--- src/rtl/glos_pkg.sv ---
// Shared constants and types for the grid line-of-sight march block.
package glos_pkg;

  localparam int GRID_DIM   = 64;
  localparam int CELL_W     = $clog2(GRID_DIM);
  localparam int ADDR_W     = 2 * CELL_W;
  localparam int GRID_CELLS = GRID_DIM * GRID_DIM;

  localparam int COORD_W    = 16;
  localparam int DELTA_W    = COORD_W + 1;
  localparam int PROD_W     = 2 * DELTA_W;
  localparam int SQ_W       = 34;
  localparam int ROOT_W     = 17;
  localparam int DIV_W      = 31;
  localparam int DVS_W      = 17;
  localparam int DIR_FRAC   = 14;
  localparam int COORD_FRAC = 8;
  localparam int SUM_FRAC   = 16;
  localparam int ACC_W      = 41;
  localparam int POS_W      = 32;
  localparam int STEP_W     = 13;
  localparam int HIT_W      = 12;
  localparam int CFG_W      = 7;

  // Step count by reciprocal multiply: ceil(2^38 / 6554) gives the exact
  // floor quotient for every length scaled to 16 fraction bits.
  localparam int SCALED_W    = ROOT_W + SUM_FRAC - COORD_FRAC;
  localparam int RECIP_W     = 26;
  localparam int RECIP_SHIFT = 38;

  localparam logic [DVS_W-1:0]   STEP_Q16   = DVS_W'(6554);
  localparam logic [RECIP_W-1:0] STEP_RECIP = RECIP_W'(41940481);
  localparam logic [STEP_W-1:0]  MAX_STEPS  = STEP_W'(4096);
  localparam logic [HIT_W-1:0]   HIT_MAX    = HIT_W'(4095);

  localparam logic [0:0] KIND_WRITE = 1'b0;
  localparam logic [0:0] KIND_QUERY = 1'b1;

  localparam logic [1:0] REG_WIDTH  = 2'd0;
  localparam logic [1:0] REG_HEIGHT = 2'd1;

  typedef struct packed {
    logic busy;
    logic done;
  } unit_status_t;

endpackage

--- src/rtl/glos_sqrt.sv ---
// Integer square root, two radicand bits per cycle.
module glos_sqrt
  import glos_pkg::*;
(
  input  logic              clk,
  input  logic              rst,
  input  logic              start,
  input  logic [SQ_W-1:0]   radicand,
  output logic [ROOT_W-1:0] root,
  output unit_status_t      status
);

  logic [SQ_W-1:0] num;
  logic [SQ_W-1:0] res;
  logic [SQ_W-1:0] bitv;
  logic [SQ_W-1:0] trial;

  assign trial = res + bitv;
  assign root  = res[ROOT_W-1:0];

  always_ff @(posedge clk) begin
    if (rst) begin
      status <= '0;
    end else begin
      status.done <= 1'b0;
      if (start) begin
        num         <= radicand;
        res         <= '0;
        bitv        <= SQ_W'(1) << (SQ_W - 2);
        status.busy <= 1'b1;
      end else if (status.busy) begin
        if (num >= trial) begin
          num <= num - trial;
          res <= (res >> 1) + bitv;
        end else begin
          res <= res >> 1;
        end
        bitv <= bitv >> 2;
        if (bitv[0]) begin
          status.busy <= 1'b0;
          status.done <= 1'b1;
        end
      end
    end
  end

endmodule

--- config.mk ---
export PLATFORM = sky130hd
export DESIGN_NAME = glos_sqrt
export DESIGN_NICKNAME = d
export VERILOG_FILES = /design/src/rtl/glos_pkg.sv /design/src/rtl/glos_sqrt.sv
export SDC_FILE = /design/constraint.sdc
export NUM_CORES = 1
export LEC_CHECK = 0
export ABC_AREA = 1
export BUFFER_PORTS_ARGS = -buffer_cell sky130_fd_sc_hd__buf_2
export CORE_MARGIN = 2
export CORE_UTILIZATION = 64
export CTS_BUF_LIST = sky130_fd_sc_hd__clkbuf_2 sky130_fd_sc_hd__clkbuf_4 sky130_fd_sc_hd__clkbuf_8
export DETAILED_ROUTE_END_ITERATION = 10
export HOLD_SLACK_MARGIN = 0.02
export PLACE_DENSITY = 0.89
export SYNTH_ARGS = -nofsm -noshare
export SYNTH_HDL_FRONTEND = slang
export SYNTH_SLANG_ARGS = --single-unit
--- constraint.sdc ---
create_clock -name clk -period 6.5 [get_ports clk]
set_input_delay 1.625 -clock clk [delete_from_list [all_inputs] [get_ports clk]]
set_output_delay 1.625 -clock clk [all_outputs]
set_load 0.02 [all_outputs]
# Word-level counts from Yosys, hierarchy flattened
# Cells that the tools add are included.
# word_totals
ff_bits,87
input_bits,37
out_inout_bits,19
ramBits,0
n_memories,0
latch_bits,0
mem_bits_ro,0
word_cells,25
# op_classes
muxes,9
n_shift,0
bitwise,2
n_addsub,3
order_cmp,1
n_reduce_logical,5
eq_ne,0
multipliers,0
div,0
# ops
cell,n
2-to-1 mux 34 bit,5
adder 33 x 33 -> 34 bit,1
adder 34 x 33 -> 34 bit,1
greater-or-equal comparator 34 bit,1
subtractor 34 bit,1
2-to-1 mux 33 bit,1
2-to-1 mux 2 bit,2
nonzero test 2 bit,2
AND reduction 3 bit,1
OR reduction 3 bit,1
inverter 1 bit,2
AND reduction 2 bit,1
2-to-1 mux 1 bit,1

# Depth between registers and ports, before layout
# logic_depth
ltp_word,5
depth_mapped,26
mapped_depth_nobuf,25

# Worst setup path after synthesis
# OpenSTA, ideal clock, no wires.
# synth_path
kind,input -> register
start,input port start
end,"register num[0], enable pin"
setup_time_ps,389
t_required_ps,6111
path_stages,6
arrival_ps,5588
path_slack_ps,523
path_buffers,2
path_cell_list,clkbuf_1 > inv_1 > clkbuf_1 > a21oi_1 > nand2_1 > inv_1
# synth_via
elab_chain_cells,2
elab_cells_between_ends,3
cone_classes,reduce/logical: 3
# synth_lines
item,line,rtl
start: declaration,glos_sqrt.sv:7,"input logic start,"
nonzero test 2 bit (no source line),-,
AND reduction 3 bit (no source line) *,-,
end signal: assignment,glos_sqrt.sv:27,num <= radicand;
end signal: assignment,glos_sqrt.sv:33,num <= num - trial;
end: declaration,glos_sqrt.sv:13,logic [SQ_W-1:0] num;
# Every way passes the cells marked *; elsewhere a longest branch is shown, timed or not.
# A chain may end at the register's enable or synchronous reset.

# Worst setup path after layout
# layout_path
start,register res[12]
end,register res[27] (data pin)
# layout_via
elab_chain_cells,4
elab_cells_between_ends,5
cone_classes,add/sub: 2; order compare: 1; mux: 2
# layout_lines
item,line,rtl
start: declaration,glos_sqrt.sv:14,logic [SQ_W-1:0] res;
start signal: assignment,glos_sqrt.sv:34,res <= (res >> 1) + bitv;
start signal: assignment,glos_sqrt.sv:36,res <= res >> 1;
adder 34 x 33 -> 34 bit,glos_sqrt.sv:18,assign trial = res + bitv;
greater-or-equal comparator 34 bit,glos_sqrt.sv:32,if (num >= trial) begin
2-to-1 mux 34 bit *,glos_sqrt.sv:32,
2-to-1 mux 34 bit *,glos_sqrt.sv:31,end else if (status.busy) begin
# Every way passes the cells marked *; elsewhere a longest branch is shown, timed or not. The select of a mux whose other input is x is not followed.

==> results.tsv <==
stage	metric	value	unit
run_status	status	completed	
placed_design	buffer_ports.inserted	55	
timing	postLayoutSetupSlackWorst	1.664	ns
synthesis	ys_seq_elements	87	
timing	final.hold.worst_slack	0.5629	ns
global_routing	antenna_found_initial	0	
die	floorplan.initialDensity	65.23	%
placed_design	dpl_cell_area	10080	um2
timing	finalSetupViolations	0	
clock_tree	clk_pin_slew	0.10	ns
power_and_ir_drop	netSwitchingFraction	47.21	%
critical_path	worst_r2r_startpoint	res[12]	
timing	timing.final.hold_violations	0	
synthesis	ys.warnings.count	0	
global_routing	largest_net_degree_at_the_start_of_global_routing	68	
synthesis	synth_async_reset_ratio	0	%
finish	final_core_utilization	67.97	%
clock_tree	cts-htree-levels	3	
clock_tree	cts.sinks	87	
synthesis	synthesis.area	9843	um2
power_and_ir_drop	netSwitchingPower	1.181	mW
routing	routed_via_density	5.770	
power_and_ir_drop	max_ir_drop_vdd	0.0001091	V
critical_path	reg2reg_slack	1.66	ns
critical_path	critical_path.slowest_cell	sky130_fd_sc_hd__edfxtp_1	
clock_tree	postCtsResizedCells	0	
global_routing	first_pass_grt_wire_length	43310	um
placed_design	routabilityCongestion	0.9669	
timing	relSlewSlack	23.35	%
critical_path	timing.critical_path.mode_cell	sky130_fd_sc_hd__nand2_1	
timing	post_route_setup_tns	0	ns
global_routing	grt_pass1_vias	9246	
synthesis	ys_flop_type	sky130_fd_sc_hd__edfxtp_1	
timing	skew	0.01290	ns
die	die-height	128.0	um
routing	dr.pass1.iters	5	
critical_path	worst_setup_path_startpoint	res[12]	
critical_path	critical_path_data_required_time	6.65	ns
critical_path	worstPathCellList	ha_1, nand2_1, o21ai_0, nand2_1, o21ai_0, a21oi_1, nand2_1, xor2_1, ha_1, nand2_1, nor2_2, nand2_1, nor2_2, nand4_1, nand2_2, nor2_4, buf_4, nand2_8, nand3_2, nand2_1	
global_routing	grt.overflow.total	0	
routing	route.detailed.drc	0	
power_and_ir_drop	clockPowerShare	14.7	%
timing	grt_setup_unrepaired	no	
die	core_area	15090	um2
clock_tree	cts.repair_timing.setup_buffer_count	0	
routing	avgRoutedWirePerCell	15.55	um
critical_path	endpoint_class_of_the_critical_path	register	
power_and_ir_drop	power.density_cell_area	243.9	nW/um2
finish	post-route-cell-area	10260	um2
power_and_ir_drop	p_comb_share	53.6	%
synthesis	synth-edff-count	85	
finish	antenna_cells_inserted	0	
global_routing	globalRouteTotalUtil	33.08	%
die	die-area	16390	um2
synthesis	synth_sequential_area_ratio	26.34	%
power_and_ir_drop	sequentialPowerShare	31.7	%
timing	fin_crit	4.836	ns
synthesis	synth_largest_type_area_fraction	25.93	%
placed_design	dpl.hpwl	20980	um
timing	max_frequency	206.8	MHz
power_and_ir_drop	power.leakage	5.096	nW
routing	detailed_route_via_count	9948	
clock_tree	clock_latency	0.39	ns
timing	worst_pin_slew	1.150	ns
die	row_count	45	
synthesis	postSynthAreaPerCell	6.523	um2
finish	syn2layout_area_growth	4.195	%
critical_path	timing.critical_path.to	res[27]	
timing	part_of_the_cycle_the_worst_path_needs	74.40	%
power_and_ir_drop	internal_power_of_the_cells	1.321	mW
placed_design	dp.cells	1708	
synthesis	syn-num-nets	1617	
critical_path	timing_worst_setup_path_type	reg2reg	
finish	final_layout_size_suffix_gt1_share	9.375	%
synthesis	synth.lib_cells_used.distinct	45	
synthesis	synthesis.instances	1509	
finish	layout.cells.non_filler	1724	
clock_tree	tritoncts_clock_tree	yes	
clock_tree	clock-root-buffer	sky130_fd_sc_hd__clkbuf_8	
critical_path	startpoint_type	register	
power_and_ir_drop	report.power.total	2.501	mW
critical_path	worstRegToRegCells	20	
clock_tree	numCtsBuffers	9	
flow_run	maxCapViolCount	0	
synthesis	synth_top_cells_by_area	sky130_fd_sc_hd__edfxtp_1 26%, sky130_fd_sc_hd__nand2_1 20%, sky130_fd_sc_hd__ha_1 8.9%	
die	ios	56	
clock_tree	maximum_buffer_depth_of_the_clock_tree	2	
clock_tree	hold_fix_buffer_count_after_cts	0	
synthesis	yosys.area.top_type	sky130_fd_sc_hd__edfxtp_1	
critical_path	worst_ep_arrival_time	4.98	ns
critical_path	endpoint_of_the_worst_slack_reg_to_reg_timing_path	res[27]	
placed_design	post-place-ws	1.875	ns
routing	final_antenna_net_count	0	
finish	layout.nets	1639	
routing	drt_iter0_markers	803	
timing	final-max-slew-violation-count	0	
die	die_width	128.0	um
routing	wirelength	26820	um
finish	final.fill_count	1372	
critical_path	critical_path.max_stage_delay	0.56	ns
worst_hold_path	min_path_type	reg2reg	
critical_path	crit_path_max_fanout	34	
per-layer routing:
metal / up-vias / part of all wire [%] / GRT usage [%]
met3: 76 / 5.9 / 2.671
met1: 4535 / 43 / 42.33
li1: 4959 / - / -
met4: 0 / 3.8 / 15.45
met5: - / 0 / 0
met2: 378 / 48 / 56.97
power groups by stage:
stage          logic (mW)  registers (mW)  clock network [mW]
2_1_floorplan        1.08           0.769                   0
6_report             1.34           0.793               0.368
3_3_place_gp         1.28           0.800                   0
5_1_grt              1.50           0.799               0.383
3_5_place_dp         1.31           0.802                   0
4_1_cts              1.32           0.789               0.364
registers in the layout, summed over array words and instances, names as in the netlist:
signal / cells
bitv: 17
num: 34
res: 34
status: 2
cells in the final DEF (no fill, tap or decap), types with 5 or more instances in the layout:
| cell | instances |
|---|---|
| sky130_fd_sc_hd__nand2_1 | 532 |
| sky130_fd_sc_hd__inv_1 | 185 |
| sky130_fd_sc_hd__nor2_1 | 142 |
| sky130_fd_sc_hd__nand3_1 | 97 |
| sky130_fd_sc_hd__edfxtp_1 | 85 |
| sky130_fd_sc_hd__ha_1 | 70 |
| sky130_fd_sc_hd__a21oi_1 | 63 |
| sky130_fd_sc_hd__buf_2 | 55 |
| sky130_fd_sc_hd__nand4_1 | 49 |
| sky130_fd_sc_hd__o21ai_0 | 44 |
| sky130_fd_sc_hd__nand3_2 | 31 |
| sky130_fd_sc_hd__xor2_1 | 26 |
| sky130_fd_sc_hd__xnor2_1 | 21 |
| sky130_fd_sc_hd__nor3_1 | 17 |
| sky130_fd_sc_hd__nand3b_1 | 14 |
| sky130_fd_sc_hd__o21ai_1 | 10 |
| sky130_fd_sc_hd__or2_2 | 10 |
| sky130_fd_sc_hd__nand2_2 | 10 |
| sky130_fd_sc_hd__clkbuf_8 | 9 |
| sky130_fd_sc_hd__o21bai_1 | 7 |
| sky130_fd_sc_hd__o21a_1 | 7 |
| sky130_fd_sc_hd__nor2_2 | 7 |
| sky130_fd_sc_hd__and2_1 | 6 |
| sky130_fd_sc_hd__a21o_1 | 5 |
cell type report:
type,instances,area [um2],share of cell area (%)
sequential,87,2592,25.28
multi-input combinational,1185,6235,60.79
clock buffer,10,131.4,1.281
inverter,189,710.7,6.929
clock inverter,6,46.29,0.4514
tap,188,235.2,2.294
timing repair buffer,59,305.3,2.977
synthesized netlist by cell type (all sizes together) (10+ instances only):
master / number
nor3: 18
nand2: 543
buf: 40
xor2: 26
nand3: 128
edfxtp: 85
nor2: 151
xnor2: 21
or2: 10
o21ai: 55
nand3b: 15
nand4: 50
ha: 70
a21oi: 65
inv: 188
critical path, delay by kind of cell (launching register included):
kind / cells / cell delay (ns)
xor gates and xnor gates: 1 / 0.22
buffers and inverters: 1 / 0.39
AOI/OAI and AO/OA: 3 / 0.78
adders and majority gates: 2 / 0.75
and+or+nand+nor: 13 / 1.87
DFF: 1 / 0.56
worst min path at each step:
stage	from	to	slack [ns]	cells after the start
finish	status[1]	status[0]	0.56	2
global route	status[1]	status[0]	0.58	2
CTS	status[1]	status[0]	0.55	2
detailed placement	status[1]	status[0]	0.54	2
global placement	status[1]	status[0]	0.53	2
floorplan	status[1]	status[0]	0.53	2
kinds of logic (layout without fill, tap and decap cells):
logic type / after synthesis / in the layout / synth area share, %
flip-flops: 87 / 87 / 26.34
AO/OA/AOI/OAI: 145 / 145 / 8.085
XOR/XNOR: 47 / 47 / 4.182
adder cells (fa/ha/maj): 71 / 71 / 9.101
AND/OR/NAND/NOR: 922 / 922 / 41.86
buffers and inverters: 237 / 264 / 10.44
No activity file was read; power rests on OpenSTA's default activity.
