--- config.mk ---
export PLATFORM = sky130hd
export DESIGN_NAME = glos_div
export DESIGN_NICKNAME = d
export VERILOG_FILES = /design/src/rtl/glos_pkg.sv /design/src/rtl/glos_div.sv
export SDC_FILE = /design/constraint.sdc
export NUM_CORES = 1
export LEC_CHECK = 0
export BUFFER_PORTS_ARGS = -buffer_cell sky130_fd_sc_hd__buf_4
export CORE_ASPECT_RATIO = 0.9
export CORE_MARGIN = 8
export CORE_UTILIZATION = 51
export DETAILED_ROUTE_END_ITERATION = 16
export PLACE_DENSITY = 0.76
export SLEW_MARGIN = 30
export SYNTH_ARGS = -nofsm -noshare
export SYNTH_HDL_FRONTEND = slang
export SYNTH_SLANG_ARGS = --single-unit
--- constraint.sdc ---
create_clock -name clk -period 5 [get_ports clk]
set_input_delay 0.75 -clock clk [delete_from_list [all_inputs] [get_ports clk]]
set_output_delay 0.75 -clock clk [all_outputs]
set_load 0.03 [all_outputs]
--- src/rtl/glos_pkg.sv ---
// Shared constants and types for the grid line-of-sight march block.
package glos_pkg;

  localparam int GRID_DIM   = 64;
  localparam int CELL_W     = $clog2(GRID_DIM);
  localparam int ADDR_W     = 2 * CELL_W;
  localparam int GRID_CELLS = GRID_DIM * GRID_DIM;

  localparam int COORD_W    = 16;
  localparam int DELTA_W    = COORD_W + 1;
  localparam int PROD_W     = 2 * DELTA_W;
  localparam int SQ_W       = 34;
  localparam int ROOT_W     = 17;
  localparam int DIV_W      = 31;
  localparam int DVS_W      = 17;
  localparam int DIR_FRAC   = 14;
  localparam int COORD_FRAC = 8;
  localparam int SUM_FRAC   = 16;
  localparam int ACC_W      = 41;
  localparam int POS_W      = 32;
  localparam int STEP_W     = 13;
  localparam int HIT_W      = 12;
  localparam int CFG_W      = 7;

  // Step count by reciprocal multiply: ceil(2^38 / 6554) gives the exact
  // floor quotient for every length scaled to 16 fraction bits.
  localparam int SCALED_W    = ROOT_W + SUM_FRAC - COORD_FRAC;
  localparam int RECIP_W     = 26;
  localparam int RECIP_SHIFT = 38;

  localparam logic [DVS_W-1:0]   STEP_Q16   = DVS_W'(6554);
  localparam logic [RECIP_W-1:0] STEP_RECIP = RECIP_W'(41940481);
  localparam logic [STEP_W-1:0]  MAX_STEPS  = STEP_W'(4096);
  localparam logic [HIT_W-1:0]   HIT_MAX    = HIT_W'(4095);

  localparam logic [0:0] KIND_WRITE = 1'b0;
  localparam logic [0:0] KIND_QUERY = 1'b1;

  localparam logic [1:0] REG_WIDTH  = 2'd0;
  localparam logic [1:0] REG_HEIGHT = 2'd1;

  typedef struct packed {
    logic busy;
    logic done;
  } unit_status_t;

endpackage

--- src/rtl/glos_div.sv ---
// Restoring divider, one quotient bit per cycle.
module glos_div
  import glos_pkg::*;
(
  input  logic             clk,
  input  logic             rst,
  input  logic             start,
  input  logic [DIV_W-1:0] dividend,
  input  logic [DVS_W-1:0] divisor,
  output logic [DIV_W-1:0] quotient,
  output unit_status_t     status
);

  logic [DVS_W-1:0]         rem;
  logic [DIV_W-1:0]         quo;
  logic [DVS_W-1:0]         dvs;
  logic [$clog2(DIV_W)-1:0] cnt;
  logic [DVS_W:0]           shifted;
  logic [DVS_W+1:0]         diff;

  assign shifted  = {rem, quo[DIV_W-1]};
  assign diff     = {1'b0, shifted} - {2'b00, dvs};
  assign quotient = quo;

  always_ff @(posedge clk) begin
    if (rst) begin
      status <= '0;
      cnt    <= '0;
    end else begin
      status.done <= 1'b0;
      if (start) begin
        rem         <= '0;
        quo         <= dividend;
        dvs         <= divisor;
        cnt         <= ($clog2(DIV_W))'(DIV_W - 1);
        status.busy <= 1'b1;
      end else if (status.busy) begin
        if (!diff[DVS_W+1]) begin
          rem <= diff[DVS_W-1:0];
          quo <= {quo[DIV_W-2:0], 1'b1};
        end else begin
          rem <= shifted[DVS_W-1:0];
          quo <= {quo[DIV_W-2:0], 1'b0};
        end
        cnt <= cnt - 1'b1;
        if (cnt == '0) begin
          status.busy <= 1'b0;
          status.done <= 1'b1;
        end
      end
    end
  end

endmodule

=== After elaboration in Yosys (flattened, before gate mapping) ===
Index checks and enable logic that the tools add are counted.

* Reductions and logical operators: 6
* Multiplexer cells: 10
* Bitwise gates (word level): 2
* Add/sub/neg operators: 2

{| class="wikitable"
|+ Operators by type and width
! kind !! number
|-
| two-way mux 31 bit || 2
|-
| two-way mux 17 bit || 2
|-
| subtractor 18 x 17 -> 19 bit || 1
|-
| two-way mux 5 bit || 2
|-
| logical NOT 5 bit || 1
|-
| subtractor 5 x 1 -> 5 bit, second input constant || 1
|-
| two-way mux 2 bit || 2
|-
| AND reduction 2 bit || 2
|-
| OR reduction 3 bit || 1
|-
| two-way mux 1 bit || 2
|-
| inverter 1 bit || 2
|-
| nonzero test 2 bit || 1
|-
| OR reduction 2 bit || 1
|}

* Register bits after elaboration: 72
* Output and inout bits: 33
* Word-level logic and storage cells: 27
* Input port bits: 51

=== Longest topological paths before layout ===
Gate-level depths: netlist of run 1.

* Word-level depth: 4
* Depth in mapped cells: 12
* Gate-level depth less buffers: 11

=== Least setup slack after synthesis of run 1 ===
No wires, ideal clock.

* Kind: input to register
* Start: in start
* End: reg quo[0], in the netlist quotient[0], enable pin
* Cell stages on the path: 4
* Library setup time: 0.454 ns
* Setup slack: 1.076 ns
* Data required time: 4.546 ns
* Arrival: 3.470 ns
* Path buffers: 2
* Cell sequence: clkbuf_1 > buf_1 > nor2_1 > nor2_1

* Longest elaborated chain between the ends: 2

{| class="wikitable"
|+ Ends and longest elaborated chain
! what !! line !! RTL
|-
| from (decl) || glos_div.sv:7 || <nowiki>input logic start,</nowiki>
|-
| nonzero test 2 bit (no source line) || n/a ||
|-
| AND reduction 2 bit (no source line) || n/a ||
|-
| to (signal assigned) || glos_div.sv:33 || <nowiki>quo <= dividend;</nowiki>
|-
| to (signal assigned) || glos_div.sv:40 || <nowiki>quo <= {quo[DIV_W-2:0], 1'b1};</nowiki>
|-
| to (signal assigned) || glos_div.sv:43 || <nowiki>quo <= {quo[DIV_W-2:0], 1'b0};</nowiki>
|-
| to (decl) || glos_div.sv:15 || <nowiki>logic [DIV_W-1:0] quo;</nowiki>
|}

No other way between the ends.
A chain may end at the register's enable or synchronous reset.

=== Worst setup path after layout of run 1 ===
* Start: reg quo[30], in the netlist quotient[30]
* End: reg quo[0], in the netlist quotient[0] (data pin)

* Longest elaborated chain between the ends: 4

{| class="wikitable"
|+ Ends and longest elaborated chain
! what !! line !! RTL
|-
| subtractor 18 x 17 -> 19 bit || glos_div.sv:22 || <nowiki>assign diff = {1'b0, shifted} - {2'b00, dvs};</nowiki>
|-
| two-way mux 1 bit || glos_div.sv:38 || <nowiki>if (!diff[DVS_W+1]) begin</nowiki>
|-
| two-way mux 31 bit || glos_div.sv:37 || <nowiki>end else if (status.busy) begin</nowiki>
|-
| two-way mux 31 bit || glos_div.sv:31 || <nowiki>if (start) begin</nowiki>
|}

No other way between the ends. The select of a mux whose other input is x is not followed.

==> reports/results.ini, run 1 <==
[critical_path]
critPathSlowestCell = fa_1
slowest_delay_ns = 0.43
crit_arrival_ns = 3.10
critical_path.endpoint_type = flop
start_kind = flop
worstPathCellList = inv_1 > ha_1 > inv_1 > fa_1 > a211oi_2 > o21bai_2 > a21oi_2 > o311ai_4 > a21o_1 > mux2_2
cp_max_fo = 20
path_class = flop to flop
crit_required_ns = 5.11
r2r_cells = 10
critical_path.most_common_cell = inv_1

[clock_tree]
cts_resized = 0
cts.sinks = 72
htreeDepth = 3
cts.clk_slew.worst_paths_ns = 0.08
cts_root_buffer = clkbuf_8
numCtsBuffers = 9
tritoncts = yes
clk_latency_ns = 0.35
cts_setup_buffers = 0
cts_hold_buf = 0
clockBufferDepth = 2

[worst_hold_path]
worstHoldPathCells = 1
min_path_type = primary input to flop

[sta]
fin_crit_ns = 2.99
rsz0062_at_grt = false
fin_ws_ns = 2.01
relSlewSlack = 0.481
finalCritPeriodShare = 0.598
maxSlewViolCount = 0
tns_ns = 0
hold_viol = 0
final-setup-viol-count = 0
finalClockSkew_ns = 0.0102
tightest_slew_ns = 0.776
max_freq_ghz = 0.334

[yosys]
synth-seq-cells = 72
netlist_area_sq_um = 3770
syn_avg_cell_area_sq_um = 12.1
yosys-top-cells-area = edfxtp_1, mux2_2, ha_1, dfxtp_1, a21oi_1
netlist.area_leader.share = 0.517
synth_cells = 311
synth-edff-count = 65
yosysWarningCount = 0
yosys.area.top_type = edfxtp_1
synth-seq-area-share = 0.554
synth-main-ff-cell = edfxtp_1
synth_fp_nets = 381
synth_cell_types = 50
async_reset_ff_frac = 0

[final_layout]
stdcell_count = 494
fin_nets = 466
drive_gt1_frac = 0.352
antenna_cells = 0
area_delta_synth_final_pct = 23.3

[place]
gp_congestion = 0.827
place_hpwl_um = 5840
port-buffer-count = 83
dp_cells = 478
place_ws_ns = 2.03

[global_route]
grt_max_degree = 58
grt_overflow = 0
grt_use_total = 0.162
grt_pass1_vias = 2921
antenna_found_initial = 0
grt_first_pass_wirelength_um = 13500

[drt]
avgViaCountPerCell = 5.39
drt_iter0_drc = 100
ant_nets = 0
dr.pass1.iters = 4
routed_wirelength_um = 8100
drc = 0
wl_per_cell_um = 16.4
num_vias = 2664

[floorplan]
core_sq_um = 7110
die_w_um = 107
io_pins = 84
num_rows = 29
start_util = 0.531
dieArea_sq_um = 10400
die_h_um = 97.6

[power]
p_total_uw = 1530
ir_drop_v = 0.000242
leakagePower_uw = 0.00192
power_density_nw_per_um2 = 329

[flow_run]
max_cap_viol_count = 0

[outcome]
run_status = complete, no violations

[where the power goes]
part           leakage (uW)  internal, uW  switching, uW  total (uW)
Sequential         0.000679           716           24.9         741
Combinational       0.00116           168            210         378
Clock             0.0000830           192            221         413
Total               0.00192          1080            456        1530
[worst max-delay path, delay by kind of cell (launching register included)]
kind / cells / cell delay [ns]
AOI/OAI and AO/OA: 5 / 1.27
adders and majority gates: 2 / 0.59
buffers and inverters: 2 / 0.13
DFF: 1 / 0.40
muxes: 1 / 0.36
[area by class of cell]
cell class	count	area, sq um
Inverter	23	86.3
Sequential cell	72	2090
Tap cell	93	116
Clock buffer	11	141
Fill cell	584	2460
Timing Repair Buffer	85	638
Clock inverter	5	32.5
Multi-Input combinational cell	205	1550
[cells by family (layout without fill, tap and decap cells)]
family | count (synthesis) | in the layout | synth area share
AOI/OAI and AO/OA | 61 | 61 | 0.113
xor gates and xnor gates | 13 | 13 | 0.0302
adders and majority gates | 19 | 19 | 0.0650
buffers and inverters | 34 | 124 | 0.0378
DFF | 72 | 72 | 0.554
muxes | 33 | 33 | 0.0978
and+or+nand+nor | 79 | 79 | 0.102
[registers in the layout (all words and copies together), names as in the netlist]
| name | cells |
|---|---|
| status | 2 |
| rem | 17 |
| cnt | 5 |
| dvs | 17 |
| quotient | 31 |
[per-layer routing]
layer / wire length, um / track usage
met1: 3390 / 0.175
met2: 3750 / 0.259
met3: 865 / 0.0995
met4: 86 / 0.0400
met5: 0 / 0
[through the flow]
| stage | hold WS, ns | utilization | area (sq um) |
|---|---|---|---|
| CTS | 0.559 | 0.654 | 4650 |
| finish | 0.571 | 0.654 | 4650 |
| floorplan | 0.525 | - | 3770 |
| global placement | 0.551 | 0.630 | 4480 |
| global route | 0.549 | 0.654 | 4650 |
| detailed placement | 0.558 | 0.630 | 4480 |
[layout by cell type, fill, tap and decap left out, types with 2 or more instances in the layout]
cell type,synthesis,routed
ha_1,18,18
nand2_1,26,26
edfxtp_1,65,65
nor2_1,26,25
o31ai_1,2,2
buf_4,2,85
nor2b_1,2,2
mux2i_1,2,2
xnor2_1,7,7
nor3_1,7,7
clkbuf_8,0,10
dfxtp_1,7,7
clkinvlp_4,0,2
nor4b_1,3,3
xor2_1,6,6
inv_1,23,23
a211oi_2,2,2
o21ai_1,2,2
a21oi_1,24,24
a21oi_2,2,2
a211o_1,2,2
mux2_2,31,31
a21o_1,4,4
nand3b_1,3,3
o21ai_0,7,7
nand2b_1,2,2
o21a_1,3,3
a211oi_1,3,3
[worst paths after layout]
| check | start | to | slack (ns) |
|---|---|---|---|
| worst min register to register | cnt[4]$_SDFFE_PP0N_ | status[0]$_SDFF_PP0_ | 0.57 |
| worst max-delay path | quotient[30]$_DFFE_PP_ | quotient[0]$_DFFE_PP_ | 2.01 |
| worst min-delay path | divisor[4] | dvs[4]$_DFFE_PP_ | 0.57 |
| worst max register to register | quotient[30]$_DFFE_PP_ | quotient[0]$_DFFE_PP_ | 2.01 |
[synthesized netlist by cell type, drive strengths merged (2+ instances only)]
| cell type | count |
|---|---|
| edfxtp | 65 |
| mux2 | 31 |
| a21oi | 27 |
| nand2 | 26 |
| nor2 | 26 |
| inv | 23 |
| ha | 18 |
| o21ai | 9 |
| dfxtp | 7 |
| nor3 | 7 |
| xnor2 | 7 |
| clkbuf | 6 |
| xor2 | 6 |
| a211oi | 5 |
| buf | 5 |
| a21o | 4 |
| nand3b | 3 |
| nor4b | 3 |
| o21a | 3 |
| a211o | 2 |
| mux2i | 2 |
| nand2b | 2 |
| nand4 | 2 |
| nor2b | 2 |
| o31ai | 2 |
(Power assumes the default switching activity.)
==> inputs of run 2 (changes only) <==
Settings changed: ABC_AREA from default to 1, PLACE_DENSITY 0.76 to 0.75.
Clock period 5 ns to 2.9 ns, I/O delays scaled along.
==> reports/results.ini, run 2 <==
[floorplan]
dieArea_sq_um = 11500
num_rows = 31
die_w_um = 112
core_sq_um = 8070
die_h_um = 102
start_util = 0.524
io_pins = 84

[yosys]
synth_cell_types = 33
synth_commonest_cells = nand2_1, inv_1, edfxtp_1
syn_avg_cell_area_sq_um = 8.07
synth_fp_nets = 594
async_reset_ff_frac = 0
synth-edff-count = 65
yosysWarningCount = 0
synth_cells = 524
synth-main-ff-cell = edfxtp_1
synth-seq-cells = 72
yosys-top-cells-area = edfxtp_1, nand2_1, inv_1, ha_1, nor2_1
yosys.area.top_type = edfxtp_1
yosysMostFrequentCell = nand2_1
netlist_area_sq_um = 4230
synth-seq-area-share = 0.495
netlist.area_leader.share = 0.462

[final_layout]
drive_gt1_frac = 0.218
multi_input_area_sq_um = 1770
final_common_cell = nand2_1
largest_register_ff_count = 31
area_delta_synth_final_pct = 22.1
fin_nets = 679
stdcell_count = 713
antenna_cells = 0
seq_area_sq_um = 2090
n_fill_cell = 706
final_cell_mix = nand2_1, buf_4, inv_1
final_util = 0.640

[critical_path]
r2r_cells = 12
cp_top_family = simple AND/OR/NAND/NOR gates
crit_buf_inv = 3
critical_path.endpoint_type = flop
start_kind = flop
crit_required_ns = 3.00
r2r_end = rem[14]$_SDFFCE_PP0P_
cp_max_fo = 13
worstPathCellList = inv_1 > ha_1 > inv_1 > fa_1 > nand3_2 > nand3_2 > nand2_4 > nand2_8 > nand2_1 > nand2_1 > nand2_1 > inv_1
path_class = flop to flop
rrSetupSlack_ns = 0.72
slowest_delay_ns = 0.44
crit_arrival_ns = 2.28
reg2reg_from = quotient[30]$_DFFE_PP_
critPathSlowestCell = fa_1

[sta]
tns_ns = 0
holdWs_ns = 0.262
fin_crit_ns = 2.18
rsz0062_at_grt = false
relSlewSlack = 0.642
hold_viol = 0
final-setup-viol-count = 0
finalCritPeriodShare = 0.751
max_freq_ghz = 0.459
finalClockSkew_ns = 0.0129
maxSlewViolCount = 0
tightest_slew_ns = 0.535

[power]
power_density_nw_per_um2 = 627
intPower_uw = 2130
ir_drop_v = 0.000348
leakagePower_uw = 0.00264
pwr-share-comb = 0.307
power_frac_seq = 0.412
switching_share = 0.341
clock_power_share = 0.281
switching_power_uw = 1110

[global_route]
grt_overflow = 0
grt_first_pass_wirelength_um = 16900
grt_use_total = 0.183
grt_max_degree = 52
antenna_found_initial = 0
grt_pass1_vias = 3586

[drt]
drt_iter0_drc = 196
ant_nets = 0
drc = 0
avgViaCountPerCell = 5.00
num_vias = 3568
wl_per_cell_um = 14.2
dr.pass1.iters = 4
routed_wirelength_um = 10100

[place]
port-buffer-count = 83
place_hpwl_um = 7700
gp_congestion = 0.944
dp_cells = 697

[worst_hold_path]
min_path_type = primary input to flop
holdPathEnd = dvs[10]$_DFFE_PP_
worstHoldPathCells = 1
hold_start = divisor[10]

[clock_tree]
numCtsBuffers = 9
clk_latency_ns = 0.34
tritoncts = yes
cts.clk_slew.worst_paths_ns = 0.09
cts_resized = 0
htreeDepth = 3
cts_hold_buf = 0
clockBufferDepth = 2
cts_setup_buffers = 0
cts.sinks = 72
cts_root_buffer = clkbuf_8

[outcome]
run_status = complete, no violations

[flow_run]
max_cap_viol_count = 0

-- run 2: worst max path at each step --
stage	startpoint	end	depth (start not counted)
2_1_floorplan	start	quotient[0]$_DFFE_PP_	5
5_1_grt	quotient[30]$_DFFE_PP_	rem[16]$_SDFFCE_PP0P_	14
3_5_place_dp	quotient[30]$_DFFE_PP_	rem[15]$_SDFFCE_PP0P_	12
3_3_place_gp	quotient[30]$_DFFE_PP_	rem[16]$_SDFFCE_PP0P_	12
6_report	quotient[30]$_DFFE_PP_	rem[14]$_SDFFCE_PP0P_	12
4_1_cts	quotient[30]$_DFFE_PP_	rem[15]$_SDFFCE_PP0P_	12
-- run 2: cell families (layout without fill, tap and decap cells) --
| kind of cell | count (synthesis) | in the layout | synth area share |
|---|---|---|---|
| buf+inv | 90 | 180 | 0.0879 |
| simple gates | 319 | 319 | 0.322 |
| xor+xnor | 7 | 7 | 0.0145 |
| fa+ha+maj | 19 | 19 | 0.0580 |
| compound gates | 17 | 17 | 0.0222 |
| flops | 72 | 72 | 0.495 |
-- run 2: final cells by class --
| type | instances | share of cell area |
|---|---|---|
| clock buffer | 9 | 0.0240 |
| clock inverter | 7 | 0.0199 |
| inverter | 78 | 0.0572 |
| multi-input combinational | 362 | 0.342 |
| sequential | 72 | 0.405 |
| tap | 99 | 0.0240 |
| timing repair buffer | 86 | 0.128 |
-- run 2: power groups by stage --
stage	Sequential [uW]	Combinational, uW	Clock, uW
4_1_cts	1330	993	934
5_1_grt	1340	1120	964
6_report	1330	995	910
3_5_place_dp	1350	987	0
3_3_place_gp	1350	973	0
2_1_floorplan	1410	654	0
-- run 2: per-layer routing --
layer  wire, um  GRT usage  part of all wire
met1       4590      0.233              0.45
met2       4450      0.289              0.44
met3        976     0.0715             0.097
met4         82     0.0455            0.0081
met5          0          0                 0
-- run 2: stage by stage --
| step | cell area [sq um] | setup WS, ns | total power, uW |
|---|---|---|---|
| 2_1_floorplan | 4230 | 0.100 | 2070 |
| 3_3_place_gp | 4930 | 0.813 | 2320 |
| 3_5_place_dp | 4930 | 0.735 | 2340 |
| 4_1_cts | 5160 | 0.730 | 3260 |
| 5_1_grt | 5160 | 0.489 | 3430 |
| 6_report | 5160 | 0.721 | 3240 |
==> inputs of run 3 (changes only) <==
Settings changed: ABC_AREA 1 to 0, PLACE_DENSITY 0.75 to 0.76.
Clock period 2.9 ns to 2.3 ns, I/O delays scaled along.
==> reports/results.ini, run 3 (synthesis results as in run 1) <==
[drt]
num_vias = 2842
avgViaCountPerCell = 5.36
drc = 0
routed_wirelength_um = 8670
wl_per_cell_um = 16.4
drt_iter0_drc = 163
ant_nets = 0
dr.pass1.iters = 4

[critical_path]
crit_arrival_ns = 2.74
path_class = flop to flop
cp_max_fo = 5
r2r_cells = 11
crit_required_ns = 2.40
start_kind = flop
worstPathCellList = inv_1 > ha_2 > inv_2 > fa_2 > a211oi_4 > o21bai_2 > a21oi_2 > o311ai_4 > a21o_4 > buf_12 > mux2_2
critical_path.endpoint_type = flop
critPathSlowestCell = edfxtp_1
slowest_delay_ns = 0.40

[power]
p_total_uw = 3770
power_density_nw_per_um2 = 736
leakagePower_uw = 0.00216
ir_drop_v = 0.000517

[place]
place_hpwl_um = 6270
gp_congestion = 0.804
port-buffer-count = 83

[floorplan]
die_h_um = 97.6
io_pins = 84
num_rows = 29
dieArea_sq_um = 10400
core_sq_um = 7110
start_util = 0.531
die_w_um = 107

[clock_tree]
clockBufferDepth = 2
cts_root_buffer = clkbuf_8
numCtsBuffers = 9
tritoncts = yes
cts_hold_buf = 0
cts.clk_slew.worst_paths_ns = 0.08
clk_latency_ns = 0.34
cts.sinks = 72
htreeDepth = 3

[sta]
tightest_slew_ns = 0.403
finalClockSkew_ns = 0.00762
final-setup-viol-count = 18
fin_ws_ns = -0.334
fin_crit_ns = 2.63
relSlewSlack = 0.728
max_freq_ghz = 0.380
rsz0062_at_grt = true
finalCritPeriodShare = 1.15
maxSlewViolCount = 0
hold_viol = 0

[global_route]
grt_use_total = 0.169
grt_overflow = 0
grt_max_degree = 49
grt_first_pass_wirelength_um = 14100
grt_pass1_vias = 2925
antenna_found_initial = 0

[final_layout]
final_util = 0.721
final_common_cell = buf_4
final_cell_mix = buf_4, edfxtp_1, mux2_2
antenna_cells = 0
fin_nets = 502
largest_register_ff_count = 31
area_delta_synth_final_pct = 35.8
drive_gt1_frac = 0.449

[worst_hold_path]
worstHoldPathCells = 1
min_path_type = primary input to flop

[flow_run]
max_cap_viol_count = 0

[outcome]
run_status = finished with violations
failed_checks = setup timing

-- run 3: changes by cell type in the layout (fill, tap and decap cells not counted), sizes merged, moves of 18 or more --
cell	before	now
inv	79	23
nand2	228	26
mux2	0	31
buf	86	120
nand3	19	1
nor2	51	26
-- run 3: worst max-delay path, delay by kind of cell (launching register included) --
family / cells / cell delay [ns]
multiplexers: 1 / 0.25
flip-flops: 1 / 0.40
adder cells (fa/ha/maj): 2 / 0.54
buffers and inverters: 3 / 0.26
AO/OA/AOI/OAI: 5 / 0.95
-- run 3: final cells by class --
| type | count | area, sq um |
|---|---|---|
| repair buffers | 121 | 967 |
| well taps | 93 | 116 |
| multi-input cells | 205 | 1640 |
| clock inverters | 3 | 46.3 |
| fillers | 506 | 1990 |
| inverters | 23 | 86.3 |
| flip-flops and latches | 72 | 2090 |
| clock buffers | 13 | 180 |
-- run 3: worst paths after layout --
check | startpoint | endpoint | slack, ns
max | quotient[30]$_DFFE_PP_ | quotient[0]$_DFFE_PP_ | -0.33
min | divisor[4] | dvs[4]$_DFFE_PP_ | 0.17
max reg2reg | quotient[30]$_DFFE_PP_ | quotient[0]$_DFFE_PP_ | -0.33
min reg2reg | quotient[1]$_DFFE_PP_ | quotient[2]$_DFFE_PP_ | 0.58
-- run 3: routing by layer --
layer	track usage	up-vias	part of all wire
met5	0	-	0
met4	0.0465	0	0.010
met3	0.0935	5	0.10
met2	0.250	84	0.46
met1	0.205	1370	0.43
li1	-	1383	-
-- run 3: what timing repair did --
action,CTS,global route
gates cloned,0,1
buffers inserted,4,2
resized for setup,6,16
endpoints found under the setup margin,18,18
pin swaps,5,10
-- run 3: power by group --
part / internal, uW / switching, uW / leakage [uW]
Sequential: 1560 / 55.5 / 0.000679
Clock: 629 / 486 / 0.000111
Combinational: 520 / 528 / 0.00137
-- run 3: metrics by stage --
stage | cell area (sq um) | setup WS, ns | std cells | hold slack, ns | TNS, ns
after floorplan | 3780 | -0.462 | 311 | 0.444 | -6.49
after global placement | 4740 | -0.261 | 507 | 0.524 | -3.37
after detailed placement | 4740 | -0.322 | 507 | 0.525 | -4.56
after CTS | 5020 | -0.304 | 527 | 0.155 | -3.97
after global routing | 5130 | -0.431 | 530 | 0.150 | -6.73
final | 5130 | -0.334 | 530 | 0.173 | -4.57
